==> src/rtl/sul_pkg.sv <==
// Package for the sorted unique list store.
// Holds sizes, request codes, word structs and the cell control struct.
// No dependencies.
`default_nettype none

package sul_pkg;

   localparam int CAPACITY    = 16;
   localparam int VALUE_WIDTH = 32;
   localparam int ITEM_WIDTH  = 32;
   localparam int COUNT_WIDTH = $clog2(CAPACITY + 1);
   localparam int RSP_COUNT_WIDTH = 5;

   typedef enum logic [2:0] {
      OP_PUSH   = 3'd0,
      OP_INSERT = 3'd1,
      OP_POP    = 3'd2,
      OP_REMOVE = 3'd3,
      OP_LOOKUP = 3'd4
   } op_type;

   typedef struct packed {
      logic [2:0]            req_type;
      logic [ITEM_WIDTH-1:0] item_value;
   } req_word_type;

   typedef struct packed {
      logic                       success;
      logic [ITEM_WIDTH-1:0]      popped_value;
      logic                       found;
      logic [RSP_COUNT_WIDTH-1:0] entry_count;
   } rsp_word_type;

   typedef struct packed {
      logic                   open_en;
      logic                   close_en;
      logic                   mark_all;
      logic                   mark_less;
      logic                   mark_equal;
      logic [VALUE_WIDTH-1:0] key;
   } cell_ctrl_type;

endpackage

`default_nettype wire

==> src/rtl/sul_cell.sv <==
// One cell of the list row: holds one entry and its valid bit.
// Shifts from its left or right neighbor on open or close. Uses sul_pkg.
`default_nettype none

module sul_cell (
   input  wire logic                            clock,
   input  wire logic                            reset,
   input  wire sul_pkg::cell_ctrl_type          ctrl,
   input  wire logic                            hit_in,
   input  wire logic [sul_pkg::VALUE_WIDTH-1:0] left_value,
   input  wire logic                            left_valid,
   input  wire logic [sul_pkg::VALUE_WIDTH-1:0] right_value,
   input  wire logic                            right_valid,
   output logic                                 hit_out,
   output logic                                 match,
   output logic [sul_pkg::VALUE_WIDTH-1:0]      value,
   output logic                                 valid
);
   import sul_pkg::*;

   logic [VALUE_WIDTH-1:0] value_ff, value_in;
   logic                   valid_ff, valid_in;
   logic                   mark;
   logic                   here;

   assign match   = valid_ff && (value_ff == ctrl.key);
   assign mark    = ctrl.mark_all
                  | (ctrl.mark_less & !(valid_ff && (value_ff < ctrl.key)))
                  | (ctrl.mark_equal & match);
   assign hit_out = hit_in | mark;
   assign here    = mark & !hit_in;

   always_comb begin
      value_in = value_ff;
      valid_in = valid_ff;
      if (ctrl.open_en) begin
         if (here) begin
            value_in = ctrl.key;
            valid_in = 1'b1;
         end else if (hit_in) begin
            value_in = left_value;
            valid_in = left_valid;
         end
      end else if (ctrl.close_en) begin
         if (here || hit_in) begin
            value_in = right_value;
            valid_in = right_valid;
         end
      end
   end

   always_ff @(posedge clock) begin
      value_ff <= value_in;
      if (reset) begin
         valid_ff <= 1'b0;
      end else begin
         valid_ff <= valid_in;
      end
   end

   assign value = value_ff;
   assign valid = valid_ff;

endmodule

`default_nettype wire

==> src/rtl/sorted_unique_list_store.sv <==
// Top level of the sorted unique list store: request decode, cell row, result register.
// Uses sul_pkg and sul_cell.
//
// Usage:
//   A request word (req_type, item_value) is taken on a clock edge with start high
//   and busy low. busy stays low: a new word may be given every cycle.
//   Every request gives one result word on rsp_word, marked by rsp_strobe for
//   exactly one cycle, in the cycle after the request is taken (throughput
//   one word per cycle). The receiver cannot stall; results are
//   issued in request order.
//   The entries sit in a row of CAPACITY cells. All cells compare against the
//   key in parallel; a prefix chain through the row marks the insert or delete
//   position, and each cell then loads the key, its left neighbor or its right
//   neighbor in the same cycle, so the rate is set by one compare plus the
//   prefix chain across the row.
//   Reset (synchronous) clears all valid bits and the count: the store is empty
//   and no result is pending. Entry values need no clearing.
`default_nettype none

module sorted_unique_list_store (
   input  wire logic                  clock,
   input  wire logic                  reset,
   input  wire logic                  start,
   output logic                       busy,
   input  wire sul_pkg::req_word_type req_word,
   output logic                       rsp_strobe,
   output sul_pkg::rsp_word_type      rsp_word
);
   import sul_pkg::*;

   cell_ctrl_type          ctrl;
   logic [VALUE_WIDTH-1:0] cell_value [CAPACITY];
   logic                   cell_valid [CAPACITY];
   logic [CAPACITY:0]      hit_chain;
   logic [CAPACITY-1:0]    match_vec;

   logic                   accept;
   logic                   found;
   logic                   full;
   logic                   empty;
   logic                   ok;
   logic [ITEM_WIDTH-1:0]  popped;

   logic [COUNT_WIDTH-1:0] count_ff, count_in;
   logic                   rsp_strobe_ff;
   rsp_word_type           rsp_word_ff, rsp_word_in;

   assign busy   = 1'b0;
   assign accept = start && !busy;
   assign found  = |match_vec;
   assign full   = (count_ff == COUNT_WIDTH'(CAPACITY));
   assign empty  = (count_ff == '0);

   always_comb begin
      ctrl       = '0;
      ctrl.key   = req_word.item_value[VALUE_WIDTH-1:0];
      ok         = 1'b0;
      popped     = '0;
      case (req_word.req_type)
         OP_PUSH: begin
            ok            = !full && !found;
            ctrl.open_en  = accept && ok;
            ctrl.mark_all = 1'b1;
         end
         OP_INSERT: begin
            ok             = !full && !found;
            ctrl.open_en   = accept && ok;
            ctrl.mark_less = 1'b1;
         end
         OP_POP: begin
            ok            = !empty;
            ctrl.close_en = accept && ok;
            ctrl.mark_all = 1'b1;
            if (ok) begin
               popped = ITEM_WIDTH'(cell_value[0]);
            end
         end
         OP_REMOVE: begin
            ok              = found;
            ctrl.close_en   = accept && ok;
            ctrl.mark_equal = 1'b1;
         end
         OP_LOOKUP: begin
            ok = found;
         end
         default: begin
            ok = 1'b0;
         end
      endcase
   end

   assign hit_chain[0] = 1'b0;

   for (genvar i = 0; i < CAPACITY; i++) begin : g_cell
      logic [VALUE_WIDTH-1:0] left_value, right_value;
      logic                   left_valid, right_valid;

      if (i == 0) begin : g_head
         assign left_value = '0;
         assign left_valid = 1'b0;
      end else begin : g_mid_left
         assign left_value = cell_value[i-1];
         assign left_valid = cell_valid[i-1];
      end

      if (i == CAPACITY - 1) begin : g_tail
         assign right_value = '0;
         assign right_valid = 1'b0;
      end else begin : g_mid_right
         assign right_value = cell_value[i+1];
         assign right_valid = cell_valid[i+1];
      end

      sul_cell u_cell (
         .clock       (clock),
         .reset       (reset),
         .ctrl        (ctrl),
         .hit_in      (hit_chain[i]),
         .left_value  (left_value),
         .left_valid  (left_valid),
         .right_value (right_value),
         .right_valid (right_valid),
         .hit_out     (hit_chain[i+1]),
         .match       (match_vec[i]),
         .value       (cell_value[i]),
         .valid       (cell_valid[i])
      );
   end

   always_comb begin
      count_in = count_ff;
      if (ctrl.open_en) begin
         count_in = count_ff + COUNT_WIDTH'(1);
      end else if (ctrl.close_en) begin
         count_in = count_ff - COUNT_WIDTH'(1);
      end
      rsp_word_in.success      = ok;
      rsp_word_in.popped_value = popped;
      rsp_word_in.found        = found;
      rsp_word_in.entry_count  = RSP_COUNT_WIDTH'(count_in);
   end

   always_ff @(posedge clock) begin
      if (accept) begin
         rsp_word_ff <= rsp_word_in;
      end
      if (reset) begin
         count_ff      <= '0;
         rsp_strobe_ff <= 1'b0;
      end else begin
         count_ff      <= count_in;
         rsp_strobe_ff <= accept;
      end
   end

   assign rsp_strobe = rsp_strobe_ff;
   assign rsp_word   = rsp_word_ff;

endmodule

`default_nettype wire

==> config.mk <==
export PLATFORM = sky130hd
export DESIGN_NAME = sorted_unique_list_store
export DESIGN_NICKNAME = d
export VERILOG_FILES = /design/src/rtl/sul_pkg.sv /design/src/rtl/sul_cell.sv /design/src/rtl/sorted_unique_list_store.sv
export SDC_FILE = /design/constraint.sdc
export NUM_CORES = 2
export LEC_CHECK = 0
export BUFFER_PORTS_ARGS = -buffer_cell sky130_fd_sc_hd__buf_2
export CORE_UTILIZATION = 55
export CTS_CLUSTER_SIZE = 28
export DETAILED_ROUTE_END_ITERATION = 8
export GPL_TIMING_DRIVEN = 0
export PLACE_DENSITY = 0.71
export SYNTH_ARGS = -nofsm -noshare
export SYNTH_HDL_FRONTEND = slang
export SYNTH_SLANG_ARGS = --single-unit
export TNS_END_PERCENT = 100
==> constraint.sdc <==
create_clock -name clock -period 8.5 [get_ports clock]
set_input_delay 0.85 -clock clock [delete_from_list [all_inputs] [get_ports clock]]
set_output_delay 0.85 -clock clock [all_outputs]
set_load 0.05 [all_outputs]
* Word-level counts from Yosys, hierarchy flattened
Index checks and enable logic that the tools add are counted.
** Storage, ports and cells
- Memory bits (writable) :: 0
- Bits in registers :: 573
- Bits in read-only memories :: 0
- Memories :: 0
- Word-level logic and storage cells :: 476
- Bits in latches :: 0
** Operators by class
- Shift operators :: 0
- $mul :: 0
- Reduce and logical (&&, ||, !) cells :: 124
- Magnitude comparators :: 16
- Bitwise operators :: 94
- Add/sub/neg operators :: 2
- Divide/modulo/power cells :: 0
- Multiplexer cells :: 166
- Eq/ne operators :: 36
** Operators with widths (count)
- 32-bit 2-to-1 mux :: 79
- 32-bit == test :: 16
- 32-bit less-than comparator :: 16
- 1-bit 2-to-1 mux :: 83
- 1-bit bitwise AND :: 47
- 1-bit OR :: 46
- 3-bit by 1-bit != test with 1-bit output, second input constant :: 15
- 3-bit AND reduction :: 15
- 1-bit logical AND :: 36
- 1-bit zero test :: 34
- 2-bit nonzero test :: 16
- 16-bit OR reduction :: 1
- 1-bit logical OR :: 15
- 5-bit 2-to-1 mux :: 2
- 2-bit OR reduction :: 4
- 3-bit by 2-bit == test with 1-bit output, second input constant :: 2
- 5-bit by 1-bit adder with 5-bit output, second input constant :: 1
- 5-bit == test, second input constant :: 1
- 5-bit zero test :: 1
- 5-bit by 1-bit subtractor with 5-bit output, second input constant :: 1
- 3-bit by 1-bit == test with 1-bit output, second input constant :: 1
- 3-bit == test, second input constant :: 1
- 3-bit zero test :: 1
- 1-bit one-hot mux with 3 select lines :: 1
- other kinds (3) :: 3

* Longest topological paths before layout
- Depth in word-level cells :: 26
- Depth in mapped cells :: 16

* By module
From an unflattened synthesis, not the netlist that was laid out.
** Second synthesis, totals
- Cell total of the unflattened synthesis :: 5205
- Area total of the unflattened synthesis :: 44700.4 um2
** Modules (own cells, without submodules)
- sul_cell :: cells each 316, times used 16, seq. area each 980.9 um2, area each 2670.1 um2
- sorted_unique_list_store :: cells each 149, times used 1, seq. area each 1291.2 um2, area each 1979.4 um2

* Worst setup path after synthesis
OpenSTA, ideal clock, no wires.
- Path kind :: in2reg
- Start :: input port req_word[31] (netlist name)
- End :: register g_cell[0].u_cell.value_ff[0], enable pin
- Setup slack :: 2.433 ns
- Buffers on the path :: 1
- Data arrival time :: 5.601 ns
- Stages :: 11
- Data required time :: 8.034 ns
- Cell sequence :: clkbuf_1 > inv_1 > ha_1 > nand4_1 > nor4_1 > inv_1 > o2111ai_1 > nor4_4 > a211oi_2 > nor2_1 > nor3_1
** On the way
- Longest elaborated chain between the ends :: 9
- Elaborated cells between the ends (all ways) :: 48
- Classes of those cells :: order compare: 1; eq/ne: 16; mux: 2; bitwise: 4; reduce/logical: 25
** RTL lines
- start, declared :: RTL line sorted_unique_list_store.sv:25 : input wire sul_pkg::req_word_type req_word,
- parallel branches: the longest is 8 deep, another holds 32-bit less-than comparator
- 2-bit AND reduction (no source line) (*)
- end signal, assigned :: RTL line sul_cell.sv:53 : value_ff <= value_in;
- end, declared :: RTL line sul_cell.sv:21 : logic [VALUE_WIDTH-1:0] value_ff, value_in;
Every way passes the cells marked *.
A chain may end at the register's enable or synchronous reset.

* Worst setup path after layout
- Start :: input port req_word[27] (netlist name)
- End :: register g_cell[10].u_cell.valid_ff
** On the way
- Longest elaborated chain between the ends :: 20
- Elaborated cells between the ends (all ways) :: 134
- Classes of those cells :: order compare: 11; eq/ne: 17; mux: 4; bitwise: 54; reduce/logical: 48
** RTL lines
- 32-bit less-than comparator :: RTL line sul_cell.sv:28 : | (ctrl.mark_less & !(valid_ff && (value_ff < ctrl.key)))
- 1-bit logical AND :: RTL line sul_cell.sv:28
- 1-bit zero test :: RTL line sul_cell.sv:28
- 1-bit bitwise AND :: RTL line sul_cell.sv:28
- 1-bit OR :: RTL line sul_cell.sv:28
- 1-bit OR :: RTL line sul_cell.sv:29 : | (ctrl.mark_equal & match);
- 1-bit OR (9 in series) :: RTL line sul_cell.sv:30 : assign hit_out = hit_in | mark;
- 1-bit zero test :: RTL line sul_cell.sv:31 : assign here = mark & !hit_in;
- 1-bit bitwise AND :: RTL line sul_cell.sv:31
- 1-bit logical OR :: RTL line sul_cell.sv:45 : if (here || hit_in) begin
- 2-bit nonzero test (no source line)
- 3-bit AND reduction (no source line)
- end signal, assigned :: RTL line sul_cell.sv:57 : valid_ff <= valid_in;
- end, declared :: RTL line sul_cell.sv:22 : logic valid_ff, valid_in;
Several ways; a longest one is shown, not always the timed one.

==> results.sh <==
export IMPL_run_status="finished, final reports clean"
export IMPL_final_common_cell="nand2_1"
export IMPL_dp_hpwl_um=112000
export IMPL_grt_total_usage_pct=37.6
export IMPL_drt_wl_total_um=141000
export IMPL_hold_violations=0
export IMPL_grt_overflow=0
export IMPL_vdd_drop_max_uv=150
export IMPL_grt_max_degree=43
export IMPL_place_area_um2=41800
export IMPL_r2r_start="g_cell[14].u_cell.value[27]"
export IMPL_drive_gt1_share_pct=5.54
export IMPL_clkPwrFrac_pct=38.3
export IMPL_port_buffer_count=43
export IMPL_synthFlopType="edfxtp_1"
export IMPL_via_count=34506
export IMPL_clock_sinks=573
export IMPL_clkTransAtPathRegs_ps=70
export IMPL_crit_arrival_ps=7890
export IMPL_worst_ep_required_time_ps=8980
export IMPL_cts_hold_repair_buffers=0
export IMPL_finalSetupViolCount=0
export IMPL_drc=0
export IMPL_cpMaxStageDelayCell="nor4_1"
export IMPL_seqCellArea_um2=17000
export IMPL_p_sw_mw=2.11
export IMPL_timing_rr_end="g_cell[10].u_cell.valid"
export IMPL_viasPerCell=6.67
export IMPL_detail_route_antenna_nets=0
export IMPL_clk_latency_ps=620
export IMPL_max_stage_delay_ps=1140
export IMPL_wire_per_inst_um=27.2
export IMPL_antenna_found_initial=4
export IMPL_p_sw_share_pct=29.0
export IMPL_drv_cap=0
export IMPL_cellPowerDensity_nw_per_um2=166
export IMPL_maxSlewViolCount=0
export IMPL_clk_path_buf_depth=3
export IMPL_fill_cells=6156
export IMPL_synth_nets=4602
export IMPL_tightest_slew_ps=1450
export IMPL_drt_iter0_markers=4677
export IMPL_startpoint="req_word[27]"
export IMPL_synthCells=4050
export IMPL_synth_edf_count=551
export IMPL_synthDominantCellAreaShare_pct=41.6
export IMPL_max_slew_margin_rel_pct=3.12
export IMPL_synth_seq_cells=573
export IMPL_nets=4730
export IMPL_layout_min_cycle_time_ps=7410
export IMPL_avgSynthCellArea_um2=9.83
export IMPL_num_rows=98
export IMPL_ff2ff_path_depth=14
export IMPL_gp_congestion=1.02
export IMPL_crit_end="g_cell[10].u_cell.valid"
export IMPL_cts_root_buf="clkbuf_16"
export IMPL_end_kind="flop"
export IMPL_pin_count=79
export IMPL_cts_resized=0
export IMPL_critPathMaxFanout=18
export IMPL_seqPwrFrac_pct=46.1
export IMPL_path_cells="clkbuf_1 -> inv_1 -> ha_1 -> nand4_1 -> nor4_1 -> nand4_1 -> nand4_1 -> nor4_4 -> and2_0 -> clkbuf_1 -> nor2_1 -> buf_2 -> a31oi_4 -> buf_16 -> nor2_1 -> a211oi_1"
export IMPL_cts_made_buffers=67
export IMPL_fmax_mhz=135
export IMPL_fin_util_pct=61.1
export IMPL_synth_area_top_cells="edfxtp_1 (42%), ha_1 (16%), mux2i_1 (6.7%)"
export IMPL_worstSetupPathType="primary input to flop"
export IMPL_leakagePower_nw=18.1
export IMPL_r2r_slack_ps=2170
export IMPL_syn_to_final_growth_pct=9.89
export IMPL_initial_core_util_pct=55.6
export IMPL_p_comb_share_pct=15.6
export IMPL_post_cts_repair_setup_buffers=0
export IMPL_path_common_cell="nand4_1"
export IMPL_dieHeight_um=271
export IMPL_synth_seq_area_share_pct=42.7
export IMPL_startpoint_type="primary input"
export IMPL_cts_tree="yes"
export IMPL_yosys_warnings=0
export IMPL_grt_pass1_wl_um=206000
export IMPL_syn_area_um2=39800
export IMPL_multi_input_area_um2=21700
export IMPL_async_flop_share_pct=0
export IMPL_firstDrtPassIters=6
export IMPL_grt_pass1_vias=32591
export IMPL_worst_clock_skew_ps=29.1
export IMPL_min_path_type="flop to flop"
export IMPL_final_cell_mix="nand2_1 (669), edfxtp_1 (551), ha_1 (514), a21oi_1 (287), mux2i_1 (266)"
export IMPL_ys_types=82
export IMPL_design_area_um2=43800
export IMPL_rsz0062_at_grt="no"
export IMPL_core_um2=71600
export IMPL_period_share_pct=87.2
export IMPL_yosys_area_top_type="edfxtp_1"
export IMPL_fp_dieArea_um2=73500
export IMPL_htreeDepth=3
export IMPL_die_x_um=271
export IMPL_p_int_mw=5.17
==> worst min path at each step <==
stage / endpoint / depth (start not counted) / slack, ps / start
CTS: count_ff[4] / 2 / 560 / reset
floorplan: g_cell[14].u_cell.valid / 2 / 480 / g_cell[15].u_cell.valid
global placement: g_cell[14].u_cell.value[9] / 2 / 560 / g_cell[15].u_cell.value[9]
detailed placement: g_cell[14].u_cell.value[7] / 2 / 570 / g_cell[15].u_cell.value[7]
finish: g_cell[8].u_cell.value[15] / 2 / 580 / g_cell[9].u_cell.value[15]
global route: count_ff[4] / 2 / 600 / reset
==> per-stage QoR <==
step           power, mW  cells  hold WS, ps  TNS (ps)  worst slack (ps)
2_1_floorplan       4.10   4050          481         0              2430
3_3_place_gp        4.45   5043          564    -88890             -1210
3_5_place_dp        4.51   5059          570         0               812
4_1_cts             7.25   5174          565         0              1420
5_1_grt             7.49   5174          595         0              1160
6_report            7.28   5175          583         0              1090
==> Yosys cell counts (86+ instances only) <==
cell type    n
ha_1       514
o21ai_0    246
inv_1       86
nand2_1    669
clkbuf_1   159
nand4_1    129
edfxtp_1   551
nor2_1     190
mux2i_1    266
a21oi_1    290
o21ai_1     97
nand3_1    215
o211ai_1   166
==> flip-flops by register name, summed over array words and instances, names as in the netlist <==
register	cells
count_ff	5
g_cell.u_cell.valid	16
g_cell.u_cell.value	512
rsp_word	39
rsp_strobe	1
==> area by class of cell <==
cell class | instances | share of cell area (%)
diodes | 1 | 0.00572
plain buffers | 229 | 2.26
clock buffers | 87 | 4.12
clock inverters | 28 | 0.406
inverters | 87 | 0.746
multi-input cells | 3161 | 49.6
flip-flops and latches | 573 | 38.8
well taps | 950 | 2.72
repair buffers | 59 | 1.37
==> logic make-up after synthesis <==
| group | after synthesis | synth area share, % |
|---|---|---|
| simple gates | 1384 | 16.1 |
| compound gates | 991 | 15.0 |
| mux | 267 | 6.72 |
| fa+ha+maj | 514 | 16.2 |
| xor+xnor | 4 | 0.0880 |
| buf+inv | 316 | 3.30 |
| flops | 573 | 42.7 |
| other cells | 1 | 0.00942 |
==> worst max-delay path, delay by kind of cell <==
family | cells | cell delay [ps]
AND/OR/NAND/NOR | 8 | 3900
buffers and inverters | 5 | 2260
adder cells (fa/ha/maj) | 1 | 520
AO/OA/AOI/OAI | 2 | 320
==> power by group through the flow <==
stage | sequential (mW) | clock (mW) | combinational (mW)
floorplan | 3.40 | 0 | 0.703
global placement | 3.42 | 0 | 1.03
detailed placement | 3.41 | 0 | 1.10
CTS | 3.35 | 2.79 | 1.10
global route | 3.36 | 2.89 | 1.24
finish | 3.36 | 2.79 | 1.14
==> per-layer routing <==
metal	routed length, um	share of wire (%)	track usage, %
met5	23	0.016	0
met4	7210	5.1	17.9
met3	14400	10	6.67
met2	61700	44	57.0
met1	57400	41	52.2
Note: power is estimated with default switching activity, not from simulation.
